## src/rtl/core/pmr_ring_mem.sv

```systemverilog
// Storage of the packet mailbox ring: packet bytes, slot lengths and the ring slot map.
// All reads are synchronous and registered; read data holds until the next read.
// Depends on nothing but its parameters.
module pmr_ring_mem #(
	parameter int SLOTS            = 8,
	parameter int MAX_PACKET_BYTES = 64
) (
	clk,
	arst_n,
	ord_clr,
	ord_we,
	ord_waddr,
	ord_wdata,
	ord_re,
	ord_raddr,
	ord_rdata,
	len_we,
	len_waddr,
	len_wdata,
	len_re,
	len_raddr,
	len_rdata,
	byte_we,
	byte_waddr,
	byte_wdata,
	byte_re,
	byte_raddr,
	byte_rdata
);
	localparam int SW = $clog2(SLOTS + 1);
	localparam int PW = (SLOTS > 1) ? $clog2(SLOTS) : 1;
	localparam int LW = $clog2(MAX_PACKET_BYTES + 1);
	localparam int BD = (SLOTS + 1) * MAX_PACKET_BYTES;
	localparam int AW = (BD > 1) ? $clog2(BD) : 1;

	input  logic          clk;
	input  logic          arst_n;
	input  logic          ord_clr;
	input  logic          ord_we;
	input  logic [PW-1:0] ord_waddr;
	input  logic [SW-1:0] ord_wdata;
	input  logic          ord_re;
	input  logic [PW-1:0] ord_raddr;
	output logic [SW-1:0] ord_rdata;
	input  logic          len_we;
	input  logic [SW-1:0] len_waddr;
	input  logic [LW-1:0] len_wdata;
	input  logic          len_re;
	input  logic [SW-1:0] len_raddr;
	output logic [LW-1:0] len_rdata;
	input  logic          byte_we;
	input  logic [AW-1:0] byte_waddr;
	input  logic [7:0]    byte_wdata;
	input  logic          byte_re;
	input  logic [AW-1:0] byte_raddr;
	output logic [7:0]    byte_rdata;

	logic [SW-1:0] ord_mem [SLOTS];
	logic [LW-1:0] len_mem [SLOTS+1];
	logic [7:0]    byte_mem [BD];

	logic [SLOTS-1:0] ord_vld_q;
	logic             ord_rvld_q;
	logic [PW-1:0]    ord_raddr_q;
	logic [SW-1:0]    ord_rraw_q;

	// Valid bits of the slot map; a position never written maps to its own slot.
	always_ff @(posedge clk or negedge arst_n) begin
		if (!arst_n) begin
			ord_vld_q <= '0;
		end else if (ord_clr) begin
			ord_vld_q <= '0;
		end else if (ord_we) begin
			ord_vld_q[ord_waddr] <= 1'b1;
		end
	end

	// Slot map array with registered read.
	always_ff @(posedge clk) begin
		if (ord_we) begin
			ord_mem[ord_waddr] <= ord_wdata;
		end
		if (ord_re) begin
			ord_rraw_q  <= ord_mem[ord_raddr];
			ord_rvld_q  <= ord_vld_q[ord_raddr];
			ord_raddr_q <= ord_raddr;
		end
	end

	assign ord_rdata = ord_rvld_q ? ord_rraw_q : SW'(ord_raddr_q);

	// Slot length array.
	always_ff @(posedge clk) begin
		if (len_we) begin
			len_mem[len_waddr] <= len_wdata;
		end
		if (len_re) begin
			len_rdata <= len_mem[len_raddr];
		end
	end

	// Packet byte array, one region of MAX_PACKET_BYTES per physical slot.
	always_ff @(posedge clk) begin
		if (byte_we) begin
			byte_mem[byte_waddr] <= byte_wdata;
		end
		if (byte_re) begin
			byte_rdata <= byte_mem[byte_raddr];
		end
	end

endmodule

```

## config.mk

```make
export PLATFORM = sky130hd
export DESIGN_NAME = pmr_ring_mem
export DESIGN_NICKNAME = d
export VERILOG_FILES = /design/src/rtl/core/pmr_ring_mem.sv
export SDC_FILE = /design/constraint.sdc
export NUM_CORES = 2
export LEC_CHECK = 0
export BUFFER_PORTS_ARGS = -buffer_cell sky130_fd_sc_hd__buf_2
export CAP_MARGIN = 20
export CORE_UTILIZATION = 28
export DETAILED_ROUTE_END_ITERATION = 8
export SLEW_MARGIN = 20
export SYNTH_ARGS = -nofsm -noshare
export SYNTH_HDL_FRONTEND = slang
export SYNTH_MEMORY_MAX_BITS = 65536
export SYNTH_SLANG_ARGS = --single-unit
```

## constraint.sdc

```tcl
create_clock -name clk -period 4.5 [get_ports clk]
set_input_delay 0.225 -clock clk [delete_from_list [all_inputs] [get_ports clk]]
set_output_delay 0.225 -clock clk [all_outputs]
set_load 0.01 [all_outputs]
```

==> results.py <==
metrics = {
    "critical_path": {
        "timing.critical_path.fanout_max": 1,
        "crit_buf_inv": 1,
        "crit_path_depth": 7,
        "crit_start": "byte_mem[291][4]",
        "r2r_setup_slack_ns": 0.90,
        "crit_family": "compound AO/OA/AOI/OAI gates",
        "req_time_crit_path_ns": 5.21,
        "critical_path.slowest_cell": "o311ai_1",
        "reg2regPathDepth": 7,
        "critPathArrivalTime_ns": 4.31,
        "crit_chain": "mux4_2, mux4_2, a21oi_1, a21oi_1, o311ai_1, buf_4, o2111ai_1",
        "crit_end": "byte_rdata[4]",
        "cp-start-kind": "flip-flop",
        "timing.critical_path.to_type": "flip-flop",
        "cp_slowest_stage_delay_ns": 0.80,
        "worstSetupPathType": "flip-flop to flip-flop",
        "worst_r2r_startpoint": "byte_mem[291][4]",
        "reg2reg_to": "byte_rdata[4]",
    },
    "yosys": {
        "synth_area_in_simple_gates_pct": 2.690,
        "ys_top_cells_by_area": "edfxtp_1 (77%), mux4_2 (15%), nor2_1 (1.3%), mux2i_1 (1.3%), nand2_1 (0.57%)",
        "yosys_register_bits": 4734,
        "syn-num-nets": 8506,
        "synthesis.area_per_instance_sq_um": 21.75,
        "post_synth_mux_area_share_pct": 16.20,
        "synth.yosys.seq_area_share_pct": 77.38,
        "syn_inst": 8444,
        "yosysWarnings": 0,
        "synthAdderAreaFrac_pct": 0,
        "asyncSetResetFlopFracSynth_pct": 0.1690,
        "synth_xor_area_share_pct": 0,
        "synth_largest_area_cell": "edfxtp_1",
        "dominant_combinational_cell_family_by_area_after_synthesis": "multiplexers",
        "synth_area_in_compound_gates_pct": 2.078,
        "ys_types": 79,
        "synth.cell_area_sq_um": 183700,
        "share_of_the_synthesized_area_in_the_top_cell_type_pct": 77.27,
        "synth-edff-count": 4726,
        "dominantRegCellSynth": "edfxtp_1",
    },
    "routing": {
        "routed_wirelength_microns": 516300,
        "drc": 0,
        "first_iter_violations": 12315,
        "detail_route.first_pass.iterations": 6,
        "route.antenna.remaining_nets": 0,
        "routed_via_density": 5.063,
        "post_drt_wl_per_cell_microns": 28.38,
        "num_vias": 92123,
    },
    "floorplanning": {
        "core_sq_um": 653700,
        "io_pins": 81,
        "initial_utilization_pct": 28.10,
        "die-width_microns": 811.9,
        "placementRows": 297,
        "fp.dieH_microns": 811.9,
        "floorplan.die_area_sq_um": 659200,
    },
    "job": {
        "drv_cap": 0,
    },
    "final_layout": {
        "regArea_sq_um": 142100,
        "filler_cell_count": 61309,
        "layout_area_growth_over_synthesis_pct": 16.18,
        "post_route_cells_drive_above_1_share_pct": 27.60,
        "finish.utilization_pct": 32.65,
        "layout.cells.non_filler": 18194,
        "multi_input_area_sq_um": 38790,
        "num-nets-final": 9166,
    },
    "cts": {
        "cts.path.max_buffers": 4,
        "cts_setup_buffers": 0,
        "cts_root_buffer": "clkbuf_16",
        "clk_sink_count": 4734,
        "cts_resized": 0,
        "cts_made_buffers": 458,
        "clock_latency_reported_for_the_late_side_of_the_worst_skew_pair_ns": 1.09,
        "cts_tree": "done",
        "worst_setup_hold_path_clk_slew_ns": 0.06,
        "htree_levels": 5,
    },
    "global_routing": {
        "grt_pass1_vias": 90560,
        "leftover_overflow_at_the_end_of_global_routing": 0,
        "grt_antenna_before_repair": 57,
        "grt.total_usage_pct": 15.14,
        "maximum_number_of_pins_on_one_net_before_global_route_repair": 208,
        "grt_first_pass_wirelength_microns": 719500,
    },
    "power_and_ir_drop": {
        "power_density_nw_per_um2": 431.0,
        "post-layout-total-power_mw": 91.97,
        "power_leakage_nw": 65.35,
        "p_sw_mw": 20.22,
        "power_switching_share_pct": 21.98,
        "irDropWorstVdd_v": 0.0003544,
        "p_seq_share_pct": 52.9,
        "clock_power_share_pct": 41.9,
        "cellInternalPower_mw": 71.76,
        "comb_pwr_share_pct": 5.2,
    },
    "sta": {
        "clock.fmax_ghz": 0.2778,
        "rsz0062_at_grt": "no",
        "setup_skew_ns": 0.1223,
        "fin_crit_ns": 3.599,
        "measured_slew_at_the_worst_slew_check_pin_ns": 1.159,
        "final_hold_viols": 0,
        "post_route_clock_period_utilization_pct": 79.98,
        "worst_slew_margin_rel_pct": 22.56,
        "post_layout_worst_setup_margin_ns": 0.9009,
        "final_max_slew_viol_count": 0,
        "final-setup-viol-count": 0,
    },
    "placed_design": {
        "pre_cts_setup_slack_ns": 0.1045,
        "placedCellCount": 17253,
        "port_buffers": 80,
        "gp_routability_congestion": 0.8414,
        "detailed_place_hpwl_microns": 326300,
    },
    "hold_path": {
        "hp-class": "input port to flip-flop",
    },
    "status": {
        "status": "completed",
    },
}
==> placed cells by master, fill, tap and decap left out, types with 30 or more instances in the layout <==
cell	instances
nand2_1	248
buf_2	66
buf_4	478
a21oi_1	64
mux4_2	1197
nor2_1	651
a22oi_1	72
buf_12	94
edfxtp_1	4726
mux2i_1	242
dlygate4sd3_1	59
nand2_2	30
o21ai_0	62
bufinv_16	47
a31oi_1	38
clkinv_1	116
o22ai_1	96
clkinv_2	100
nand3_1	55
mux2_2	31
clkbuf_1	79
o221ai_1	47
clkbuf_16	460
==> cell families after synthesis <==
| group | count (synthesis) |
|---|---|
| AO/OA/AOI/OAI | 544 |
| buffers and inverters | 519 |
| flip-flops | 4734 |
| multiplexers | 1471 |
| AND/OR/NAND/NOR | 1176 |
==> layer usage <==
layer / up-vias / global-route usage, % / wire length [microns]
met4: 36 / 5.011 / 19110
met2: 4781 / 23.45 / 236200
met3: 840 / 3.309 / 50860
met5: - / 0 / 231
met1: 49641 / 21.21 / 209800
li1: 36825 / - / -
==> how the worst min path moves through the flow <==
stage               depth (start not counted)          start  slack (ns)                to
floorplan                                   0         arst_n       -0.07      ord_vld_q[0]
global placement                            1         arst_n        0.08      ord_vld_q[0]
detailed placement                          1         arst_n        0.08      ord_vld_q[0]
CTS                                         5  byte_waddr[9]       0.002  byte_mem[325][2]
global route                                2   ord_wdata[2]        0.06     ord_mem[0][2]
finish                                      5  byte_waddr[9]        0.08  byte_mem[325][2]
==> area by class of cell <==
cell class	instances	area share (%)
Timing Repair Buffer	711	3.102
Clock inverter	311	1.442
Sequential cell	4734	66.60
Inverter	8	0.02580
Antenna cell	29	0.03401
Tap cell	8671	5.084
Multi-Input combinational cell	3191	18.18
Clock buffer	539	5.533
==> sequential cells by signal, summed over array words and instances (netlist names), 3 cells and up <==
register / flops
byte_mem: 4608
len_mem: 63
ord_mem: 32
byte_rdata: 8
ord_vld_q: 8
len_rdata: 7
ord_rraw_q: 4
ord_raddr_q: 3
==> Yosys cell counts (all sizes together) (5+ instances only) <==
cell type / n
nand4: 16
a21o: 5
a2111oi: 5
mux2i: 242
o311ai: 14
clkbuf: 195
o21ai: 66
and2: 30
and3: 18
nor2b: 16
a31oi: 38
mux2: 31
o211ai: 7
nand2: 280
a32o: 5
a22oi: 72
a221oi: 18
buf: 316
dfrtp: 8
o22ai: 96
nor3: 29
o221ai: 47
nor2: 658
o2111ai: 5
o31ai: 8
a21oi: 64
a22o: 7
nor4: 7
nand3: 61
nand2b: 24
mux4: 1198
inv: 6
a311oi: 9
a211oi: 27
or2: 8
edfxtp: 4726
a32oi: 9
or3: 8
o21a: 6
==> stage by stage <==
stage	cell area [sq um]	setup TNS, ns	hold WS (ns)
after global routing	213300	0	0.05659
after detailed placement	197800	0	0.07626
after floorplan	183700	0	-0.07059
final	213400	0	0.08465
after CTS	213300	0	0.001993
after global placement	197800	-0.00003686	0.07539
==> timing repair <==
| item | 4_1_cts | 5_1_grt |
|---|---|---|
| endpoints found under the hold margin | 1476 | 0 |
| hold buffers | 59 | 0 |
| endpoints found under the setup margin | 0 | 0 |
==> worst min-delay path: cells and delay by family <==
kind                   cells  cell delay (ns)
and+or+nand+nor            3             0.37
buffers and inverters      2             0.36
==> power groups by stage <==
stage,sequential [mW],combinational [mW],clock (mW)
6_report,48.6,4.80,38.6
5_1_grt,48.6,4.98,40.6
4_1_cts,48.6,4.80,39.0
3_5_place_dp,49.6,4.75,0
3_3_place_gp,49.6,4.70,0
2_1_floorplan,49.5,2.34,0
Power figures use the tool's default switching activity.
