--- config.mk ---
export PLATFORM = sky130hd
export DESIGN_NAME = pmr_out_q
export DESIGN_NICKNAME = d
export VERILOG_FILES = /design/src/rtl/core/pmr_pkg.sv /design/src/rtl/core/pmr_out_q.sv
export SDC_FILE = /design/constraint.sdc
export NUM_CORES = 1
export LEC_CHECK = 0
export BUFFER_PORTS_ARGS = -buffer_cell sky130_fd_sc_hd__buf_2
export CAP_MARGIN = 30
export CORE_UTILIZATION = 35
export DETAILED_ROUTE_END_ITERATION = 8
export HOLD_SLACK_MARGIN = 0.1
export SLEW_MARGIN = 25
export SYNTH_ARGS = -nofsm -noshare
export SYNTH_HDL_FRONTEND = slang
export SYNTH_SLANG_ARGS = --single-unit
--- constraint.sdc ---
create_clock -name clk -period 3.1 [get_ports clk]
set_input_delay 0.31 -clock clk [delete_from_list [all_inputs] [get_ports clk]]
set_output_delay 0.31 -clock clk [all_outputs]
set_load 0.005 [all_outputs]
--- src/rtl/core/pmr_pkg.sv ---
// Shared types and constants for the packet mailbox ring.
// Holds the result status codes and the result word that travels to the output queue.
// No dependencies.
package pmr_pkg;

	// Status codes reported with every result.
	typedef enum logic [2:0] {
		RS_STORED      = 3'd0,
		RS_STORED_DROP = 3'd1,
		RS_REFUSED     = 3'd2,
		RS_TAKEN       = 3'd3,
		RS_EMPTY       = 3'd4,
		RS_TOO_BIG     = 3'd5
	} res_status_t;

	// Slot count after reset, and the ceiling of the reader capacity.
	localparam logic [3:0] SLOT_COUNT_RST = 4'd8;
	localparam logic [6:0] CAP_MAX        = 7'd64;

	// One result item as it waits in the output queue.
	typedef struct packed {
		res_status_t status;
		logic [7:0]  data;
		logic        last;
		logic [6:0]  length;
		logic [3:0]  held;
		logic [31:0] dropped;
		logic [31:0] refused;
	} result_t;

endpackage

--- src/rtl/core/pmr_out_q.sv ---
// Two-entry result queue that parts the ring logic from the output channel.
// Depends on pmr_pkg for the result word.
module pmr_out_q (
	input  logic             clk,
	input  logic             arst_n,
	input  logic             push,
	input  pmr_pkg::result_t push_data,
	input  logic             pop,
	output logic [1:0]       count,
	output pmr_pkg::result_t head
);
	import pmr_pkg::*;

	result_t    ent0_q;
	result_t    ent1_q;
	logic [1:0] count_q;
	logic [1:0] wr_slot;

	// Fill level.
	always_ff @(posedge clk or negedge arst_n) begin
		if (!arst_n) begin
			count_q <= '0;
		end else begin
			count_q <= count_q + {1'b0, push} - {1'b0, pop};
		end
	end

	// The pushed entry lands behind whatever remains after the pop.
	assign wr_slot = count_q - {1'b0, pop};

	always_ff @(posedge clk) begin
		if (pop && count_q == 2'd2) begin
			ent0_q <= ent1_q;
		end
		if (push) begin
			if (wr_slot == 2'd0) begin
				ent0_q <= push_data;
			end else begin
				ent1_q <= push_data;
			end
		end
	end

	assign count = count_q;
	assign head  = ent0_q;

endmodule

==> results of run 1 <==
==> placed cells by master (no fill, tap or decap), types with 2 or more instances in the layout <==
master	count
clkbuf_8	2
dfrtp_1	2
clkinv_4	2
buf_4	5
nand3b_1	2
clkinvlp_4	3
buf_12	3
inv_6	4
clkinv_2	2
dlygate4sd3_1	88
ha_1	2
buf_2	179
a31oi_1	87
nor2_1	87
nand2_1	174
inv_1	2
xnor2_1	2
dfxtp_1	87
clkbuf_16	17
edfxtp_1	87
==> power by group <==
part / internal (W) / switching [W] / leakage, nW / total, W
clock: 0.00116 / 0.000932 / 0.279 / 0.00210
combinational: 0.00110 / 0.00137 / 1.87 / 0.00247
sequential: 0.00339 / 0.000355 / 1.59 / 0.00374
==> metrics by stage <==
step	power, W	util [%]	worst slack [ps]
after floorplan	0.005144	-	784.3
after global placement	0.006125	42.17	1199
after detailed placement	0.006183	42.17	1164
after CTS	0.008393	50.61	1202
after global routing	0.008915	50.62	1095
final	0.008305	50.62	1228
==> critical path, cell delays in order, from the launching register on <==
cell and delay [ps]:
dfrtp_1 370, inv_1 50, ha_1 280, inv_1 100, o21a_4 430, buf_4 330
==> layout make-up <==
class,instances,area [sq um],area share [%]
Sequential cell,176,4404,50.30
Timing Repair Buffer,275,1874,21.41
Multi-Input combinational cell,356,1607,18.35
Clock buffer,19,452.9,5.173
Tap cell,225,281.5,3.215
Clock inverter,13,126.4,1.443
Inverter,2,7.507,0.08574
Antenna cell,1,2.502,0.02858
==> registers in the layout (all words and copies together) (netlist names) <==
name / flops
count: 2
ent1_q: 87
head: 87
==> per-layer routing <==
metal	share of wire [%]	global-route usage, %	vias up
li1	-	-	2482
met1	48	23.07	2245
met5	0	0	-
met3	9.2	7.183	9
met4	0.87	5.243	0
met2	42	24.59	182
==> path summary, 6_finish.rpt <==
check / start / cells after the start / slack (ps) / endpoint
min reg2reg: head[85]$_DFF_P_ / 2 / 460 / head[85]$_DFF_P_
max reg2reg: count[0]$_DFF_PN0_ / 5 / 1230 / ent1_q[50]$_DFFE_PP_
min: push / 2 / 160 / count[0]$_DFF_PN0_
max: count[0]$_DFF_PN0_ / 5 / 1230 / ent1_q[50]$_DFFE_PP_
max in group asynchronous: arst_n / 2 / 2800 / count[1]$_DFF_PN0_
min in group asynchronous: arst_n / 2 / 190 / count[0]$_DFF_PN0_
==> cells by family (layout without fill, tap and decap cells) <==
| kind of cell | Yosys count | count (layout) | share of synthesized area, % |
|---|---|---|---|
| compound gates | 88 | 88 | 8.879 |
| xor+xnor | 2 | 2 | 0.2819 |
| fa+ha+maj | 2 | 2 | 0.4026 |
| buf+inv | 40 | 309 | 3.423 |
| flops | 176 | 176 | 70.87 |
| other cells | 0 | 1 | 0 |
| simple gates | 264 | 264 | 16.15 |
==> timing repair <==
action	4_1_cts	5_1_grt
buffers inserted	0	0
hold buffers	88	0
hold endpoints to repair	89	0
==> impl_metrics.csv, run 1 <==
group,metric,value,unit
timing,max_freq,534.1,MHz
die,rows,48,
drt,drc,0,
synthesis,synth.most_common_cell,"nand2_1",
synthesis,ys_top_cells_by_count,"nand2_1, a31oi_1, dfxtp_1, edfxtp_1, nor2_1",
synthesis,async_reset_ff_share,1.136,%
drt,first_iter_violations,215,
clock_network,cts-buffers-inserted,17,
finish,drive_gt1_share,26.28,%
synthesis,synth_enable_flop_cells,87,
timing,clock_skew,9.567,ps
critical_path,end_kind,"register",
drt,detail-route-antenna-nets,0,
timing,hold_viol,0,
power_and_ir_drop,ir_drop,0.0006882,V
timing,max-slew-margin-rel,51.57,%
min_path,hold_class,"input port to register",
synthesis,syn_nets,665,
finish,fill_cells,1577,
finish,nets,921,
synthesis,yosysTopAreaCell,"edfxtp_1",
drt,avgViaCountPerCell,4.609,
clock_network,clock_latency,430,ps
placed_design,gp_congestion,0.7044,
global_route,grt_max_degree,129,
clock_network,clockBufferDepth,2,
timing,drv_slew,0,
finish,postLayoutCellArea,8756,sq um
timing,max_slew.worst_pin.slew,726.5,ps
clock_network,cts_tree,"done",
drt,post_drt_wl_per_cell,14.14,microns
critical_path,start_kind,"register",
placed_design,placedCellCount,946,
global_route,antenna_found_initial,1,
synthesis,ys_types,15,
drt,routed_wl,15090,microns
global_route,grt_overflow,0,
die,start_util,35.93,%
synthesis,netlist.area_leader.share,42.04,%
synthesis,ys_warn_count,0,
finish,syn2layout_area_growth,40.89,%
critical_path,critPathRequiredTime,3210,ps
global_route,grt_pass1_vias,4699,
critical_path,cp_max_fo,29,
die,dieArea,18290,sq um
timing,finalSetupViolCount,0,
timing,fin_crit_sh,60.40,%
synthesis,netlist_area,6215,sq um
synthesis,ys.flop_type,"edfxtp_1",
synthesis,synth.avg_cell_area,10.86,sq um
placed_design,placed_area,7293,sq um
clock_network,clkTransAtPathRegs,70,ps
global_route,grt_pass1_wl,24120,microns
timing,fin_crit,1872,ps
synthesis,synth-seq-cells,176,
synthesis,syn_inst,572,
run_status,outcome,"complete, no violations",
clock_network,htreeDepth,4,
clock_network,root_buffer,"clkbuf_16",
finish,final_cell_count_no_fill,1067,
clock_network,cts-resized-gates,0,
die,dieHeight,135.3,microns
placed_design,dpl.hpwl,9032,microns
die,pin_count,180,
power_and_ir_drop,power_density,948.4,nW/um^2
timing,rsz0062_at_grt,"no",
synthesis,synth-seq-area-share,70.87,%
placed_design,io_buffers,179,
power_and_ir_drop,power_leakage,3.742,nW
drt,first_pass_iters,7,
die,die_w,135.3,microns
die,core,17300,sq um
global_route,grt_usage,17.05,%
critical_path,worstSetupPathType,"register to register",
timing,tns,0,ps
clock_network,cts.sinks,176,
drt,vias,4918,
job,max_cap_violations,0,
synthesis,yosys-top-cells-area,"edfxtp_1, dfxtp_1, nand2_1, a31oi_1, nor2_1",
critical_path,arrival,1980,ps
timing,whs,157.3,ps
Power figures use the tool's default switching activity.
==> run 2: changes to the inputs <==
Clock period 3.1 ns to 1.7 ns, I/O delays scaled along.
==> impl_metrics.csv, run 2 (synthesis gave the netlist of run 1 again) <==
group,metric,value,unit
drt,first_iter_violations,317,
power_and_ir_drop,p_switching,0.004818,W
die,start_util,35.93,%
drt,drc,0,
critical_path,cp_max_fo,52,
global_route,grt_max_degree,53,
finish,antenna_cells,0,
clock_network,cts-resized-gates,0,
timing,max-slew-margin-rel,80.45,%
clock_network,cts.sinks,176,
global_route,antenna_found_initial,0,
placed_design,io_buffers,179,
global_route,grt_pass1_wl,23980,microns
timing,tns,0,ps
power_and_ir_drop,p_sw_share,31.37,%
job,max_cap_violations,0,
timing,fin_crit_sh,91.60,%
critical_path,arrival,1900,ps
global_route,grt_usage,16.81,%
power_and_ir_drop,clockPowerShare,24.7,%
critical_path,critPathRequiredTime,2040,ps
drt,routed_wl,14900,microns
finish,final_cell_mix,"buf_2, nand2_1, dlygate4sd3_1",
drt,vias,4979,
timing,max_freq,642.2,MHz
critical_path,worstSetupPathType,"register to register",
clock_network,clock_latency,420,ps
power_and_ir_drop,p_int,0.01054,W
critical_path,worst_path_max_delay_cell,"dfrtp_1",
power_and_ir_drop,p_comb_share,30.8,%
finish,finish.utilization,51.69,%
clock_network,ctsHoldBuffers,90,
finish,drive_gt1_share,27.23,%
placed_design,dpl.hpwl,9320,microns
die,core,17300,sq um
timing,max_slew.worst_pin.slew,292.3,ps
clock_network,clkTransAtPathRegs,70,ps
critical_path,crit_path_frequent_cell,"buf_12",
critical_path,cp_num_buf_inv,3,
clock_network,root_buffer,"clkbuf_16",
timing,whs,266.6,ps
critical_path,cp_top_family,"buffers and inverters",
timing,clock_skew,10.57,ps
drt,detail-route-antenna-nets,0,
min_path,hold_class,"input port to register",
clock_network,htreeDepth,4,
finish,nets,932,
global_route,grt_pass1_vias,4793,
drt,first_pass_iters,4,
finish,syn2layout_area_growth,43.87,%
power_and_ir_drop,seq_power_share,44.5,%
die,dieArea,18290,sq um
drt,avgViaCountPerCell,4.623,
power_and_ir_drop,power_leakage,3.820,nW
timing,drv_slew,0,
die,die_w,135.3,microns
critical_path,worst_path_largest_cell_delay,410,ps
timing,rsz0062_at_grt,"no",
drt,post_drt_wl_per_cell,13.83,microns
timing,fin_crit,1557,ps
critical_path,start_kind,"register",
clock_network,clockBufferDepth,2,
clock_network,cts-buffers-inserted,17,
timing,finalSetupViolCount,0,
die,pin_count,180,
clock_network,cts_tree,"done",
timing,hold_viol,0,
global_route,grt_overflow,0,
finish,final_common_cell,"buf_2",
power_and_ir_drop,power_density,1718,nW/um^2
die,dieHeight,135.3,microns
die,rows,48,
clock_network,post_cts_buffers,0,
placed_design,gp_congestion,0.7152,
critical_path,worstPathCellList,"inv_2 -> ha_4 -> nand3b_1 -> buf_12 -> buf_12 -> nor2_1 -> a31oi_1",
critical_path,end_kind,"register",
run_status,outcome,"complete, no violations",
power_and_ir_drop,ir_drop,0.0008642,V
==> run 2: cell types whose count changed in the layout (fill, tap and decap cells not counted), moves of 2 or more <==
| cell | before | now |
|---|---|---|
| clkinv_4 | 2 | 4 |
| buf_4 | 5 | 7 |
| inv_1 | 2 | 0 |
| inv_2 | 0 | 2 |
| dlygate4sd3_1 | 88 | 90 |
| buf_12 | 3 | 10 |
| inv_6 | 4 | 1 |
==> run 2: final timing paths <==
| kind | start | endpoint | slack, ps | cells past startpoint |
|---|---|---|---|---|
| max in group asynchronous | arst_n | count[0]$_DFF_PN0_ | 980 | 3 |
| setup reg to reg | count[0]$_DFF_PN0_ | head[73]$_DFF_P_ | 140 | 7 |
| min in group asynchronous | arst_n | count[1]$_DFF_PN0_ | 590 | 3 |
| setup / recovery | count[0]$_DFF_PN0_ | head[73]$_DFF_P_ | 140 | 7 |
| hold reg to reg | head[59]$_DFF_P_ | head[59]$_DFF_P_ | 470 | 2 |
| hold / removal | pop | count[1]$_DFF_PN0_ | 270 | 4 |
==> run 2: routing by layer <==
| layer | up-vias | global-route usage [%] | share of wire, % |
|---|---|---|---|
| li1 | 2505 | - | - |
| met1 | 2296 | 22.88 | 49 |
| met2 | 158 | 25.64 | 43 |
| met3 | 20 | 4.302 | 6.3 |
| met4 | 0 | 6.367 | 1.5 |
| met5 | - | 0 | 0 |
==> run 2: worst register-to-register path: cells and delay by family, from the launching register on <==
kind / cells / cell delay [ps]
adder cells (fa/ha/maj): 1 / 190
flip-flops: 1 / 410
AO/OA/AOI/OAI: 1 / 150
AND/OR/NAND/NOR: 2 / 240
buffers and inverters: 3 / 490
==> run 2: power by group through the flow <==
stage / Sequential, W / Clock [W] / Combinational (W)
global route: 0.00701 / 0.00407 / 0.00537
CTS: 0.00683 / 0.00389 / 0.00482
detailed placement: 0.00690 / 0 / 0.00465
finish: 0.00683 / 0.00379 / 0.00474
global placement: 0.00688 / 0 / 0.00456
floorplan: 0.00699 / 0 / 0.00241
==> run 2: area by class of cell <==
cell class,count,area (sq um)
Multi-Input combinational cell,356,1622
Clock buffer,21,470.5
Tap cell,225,281.5
Clock inverter,11,106.4
Sequential cell,176,4404
Inverter,2,7.507
Fill cell,1563,8356
Timing Repair Buffer,286,2049
==> run 2: metrics by stage <==
step,setup WS (ps),cells,instance area [sq um],total power [W]
detailed placement,165.4,955,7463,0.01155
finish,142.8,1077,8941,0.01536
global placement,184.4,955,7463,0.01144
global route,6.187,1077,8941,0.01645
CTS,142.7,1077,8941,0.01554
floorplan,-101.8,572,6235,0.009401
==> run 3: changes to the inputs <==
--- a/config.mk
+++ b/config.mk
@@ -7,2 +7,3 @@
 export LEC_CHECK = 0
+export ABC_AREA = 1
 export BUFFER_PORTS_ARGS = -buffer_cell sky130_fd_sc_hd__buf_2
--- a/constraint.sdc
+++ b/constraint.sdc
@@ -3,2 +3,2 @@
 set_output_delay 0.17 -clock clk [all_outputs]
-set_load 0.005 [all_outputs]
+set_load 0.01 [all_outputs]
==> impl_metrics.csv, run 3 <==
group,metric,value,unit
clock_network,root_buffer,"clkbuf_16",
critical_path,start_kind,"register",
drt,post_drt_wl_per_cell,12.19,microns
timing,max_slew.worst_pin.slew,283.0,ps
placed_design,gp_congestion,0.7172,
clock_network,clkTransAtPathRegs,70,ps
placed_design,dpl.hpwl,9846,microns
synthesis,netlist.area_leader.share,36.75,%
clock_network,clockBufferDepth,2,
synthesis,yosysTopAreaCell,"edfxtp_1",
clock_network,cts-buffers-inserted,17,
power_and_ir_drop,ir_drop,0.0007996,V
critical_path,cp_max_fo,40,
finish,syn2layout_area_growth,39.57,%
critical_path,r2r-start,"count[0]$_DFF_PN0_",
finish,final_common_cell,"nand2_1",
drt,first_iter_violations,230,
critical_path,crit_path_frequent_cell,"nor2_4",
clock_network,cts.sinks,176,
clock_network,cts-resized-gates,0,
die,die_w,144.5,microns
placed_design,io_buffers,179,
timing,max-slew-margin-rel,81.14,%
timing,clock_skew,13.68,ps
synthesis,syn_nets,932,
global_route,antenna_found_initial,0,
critical_path,crit_path_start,"count[0]$_DFF_PN0_",
timing,fin_crit_sh,93.01,%
die,rows,51,
die,dieArea,20880,sq um
critical_path,worstSetupPathType,"register to register",
timing,max_freq,632.4,MHz
critical_path,end_kind,"register",
synthesis,syn_inst,839,
finish,drive_gt1_share,20.61,%
die,core,19650,sq um
power_and_ir_drop,power_density,1743,nW/um^2
synthesis,ys_types,17,
job,max_cap_violations,0,
power_and_ir_drop,power_leakage,5.158,nW
drt,first_pass_iters,4,
clock_network,post_cts_buffers,0,
placed_design,placed_area,8392,sq um
synthesis,ys_top_cells_by_count,"nand2_1, inv_1, dfxtp_1, edfxtp_1, nand3_1",
run_status,outcome,"complete, no violations",
synthesis,synth-seq-cells,176,
global_route,grt_usage,17.01,%
drt,avgViaCountPerCell,4.201,
critical_path,cp_top_family,"buffers and inverters",
clock_network,clock_latency,420,ps
clock_network,cts_tree,"done",
clock_network,htreeDepth,4,
drt,vias,5802,
synthesis,synth-seq-area-share,61.96,%
timing,rsz0062_at_grt,"no",
clock_network,ctsHoldBuffers,90,
finish,fill_cells,1881,
min_path,hold_class,"input port to register",
critical_path,arrival,1680,ps
critical_path,worst_path_largest_cell_delay,390,ps
min_path,hold_start,"pop",
critical_path,critPathRequiredTime,1800,ps
synthesis,synth_enable_flop_cells,87,
critical_path,worst_path_max_delay_cell,"dfrtp_1",
synthesis,async_reset_ff_share,1.136,%
global_route,grt_overflow,0,
synthesis,synth.avg_cell_area,8.472,sq um
finish,nets,1196,
synthesis,synth.most_common_cell,"nand2_1",
global_route,grt_pass1_vias,5535,
timing,finalSetupViolCount,0,
finish,antenna_cells,0,
global_route,grt_pass1_wl,27070,microns
drt,drc,0,
critical_path,cp_num_buf_inv,3,
timing,setup_ws,118.8,ps
die,pin_count,180,
placed_design,place_ws,120.5,ps
die,start_util,36.17,%
synthesis,ys_warn_count,0,
synthesis,ys.flop_type,"edfxtp_1",
finish,final_cell_mix,"nand2_1, buf_2, inv_1, dlygate4sd3_1",
critical_path,worstPathCellList,"inv_2 -> ha_4 -> inv_4 -> nor2_4 -> nor2_4 -> buf_12",
timing,drv_slew,0,
timing,hold_viol,0,
drt,routed_wl,16830,microns
synthesis,netlist_area,7108,sq um
die,dieHeight,144.5,microns
timing,fin_crit,1581,ps
drt,detail-route-antenna-nets,0,
finish,postLayoutCellArea,9921,sq um
synthesis,yosys-top-cells-area,"edfxtp_1, dfxtp_1, nand2_1, inv_1, nand3_1",
global_route,grt_max_degree,50,
run 3: final timing paths:
path / endpoint / slack, ps / cells after the start
worst max-delay path: ent1_q[85]$_DFFE_PP_ / 120 / 6
worst min-delay path: count[1]$_DFF_PN0_ / 250 / 5
worst max register to register: ent1_q[85]$_DFFE_PP_ / 120 / 6
worst min register to register: head[74]$_DFF_P_ / 530 / 4
max in group asynchronous: count[1]$_DFF_PN0_ / 960 / 3
min in group asynchronous: count[0]$_DFF_PN0_ / 610 / 3
run 3: per-stage QoR:
stage | power (W) | util, % | setup TNS, ps | std cells | hold WS, ps
2_1_floorplan | 0.01077 | - | -72550 | 839 | -125.6
3_3_place_gp | 0.01302 | 42.70 | 0 | 1259 | -43.72
3_5_place_dp | 0.01313 | 42.70 | 0 | 1259 | -42.85
4_1_cts | 0.01751 | 50.48 | 0 | 1381 | 235.9
5_1_grt | 0.01872 | 50.48 | 0 | 1381 | 303.6
6_report | 0.01729 | 50.48 | 0 | 1381 | 245.6
run 3: worst register-to-register path: stages (launching register included):
cell	delay, ps
dfrtp_1	390
inv_2	90
ha_4	210
inv_4	60
nor2_4	40
nor2_4	180
buf_12	280
run 3: cell type report:
type / count / area [sq um] / share of cell area [%]
Multi-Input combinational cell: 447 / 1866 / 18.80
Tap cell: 265 / 331.6 / 3.342
Clock inverter: 12 / 181.4 / 1.829
Timing Repair Buffer: 281 / 2012 / 20.28
Inverter: 180 / 679.4 / 6.848
Clock buffer: 20 / 446.7 / 4.502
Sequential cell: 176 / 4404 / 44.39
run 3: logic make-up (layout without fill, tap and decap cells):
kind of cell  Yosys count  count (layout)  synth area share [%]
xor+xnor                1               1                0.1232
fa+ha+maj               2               2                0.3520
buf+inv               216             493                 12.39
flops                 176             176                 61.96
simple gates          444             444                 25.17
run 3: report_power, final:
part | total [W] | internal, W | leakage, nW | switching (W)
combinational | 0.00628 | 0.00254 | 3.28 | 0.00374
clock | 0.00418 | 0.00251 | 0.293 | 0.00167
sequential | 0.00683 | 0.00619 | 1.59 | 0.000641
run 3: layer usage:
metal	track usage (%)	vias up	share of wire [%]
met1	21.71	2598	47
met2	28.01	153	46
li1	-	3035	-
met3	4.238	16	6.1
met4	5.706	0	1.1
met5	0	-	0
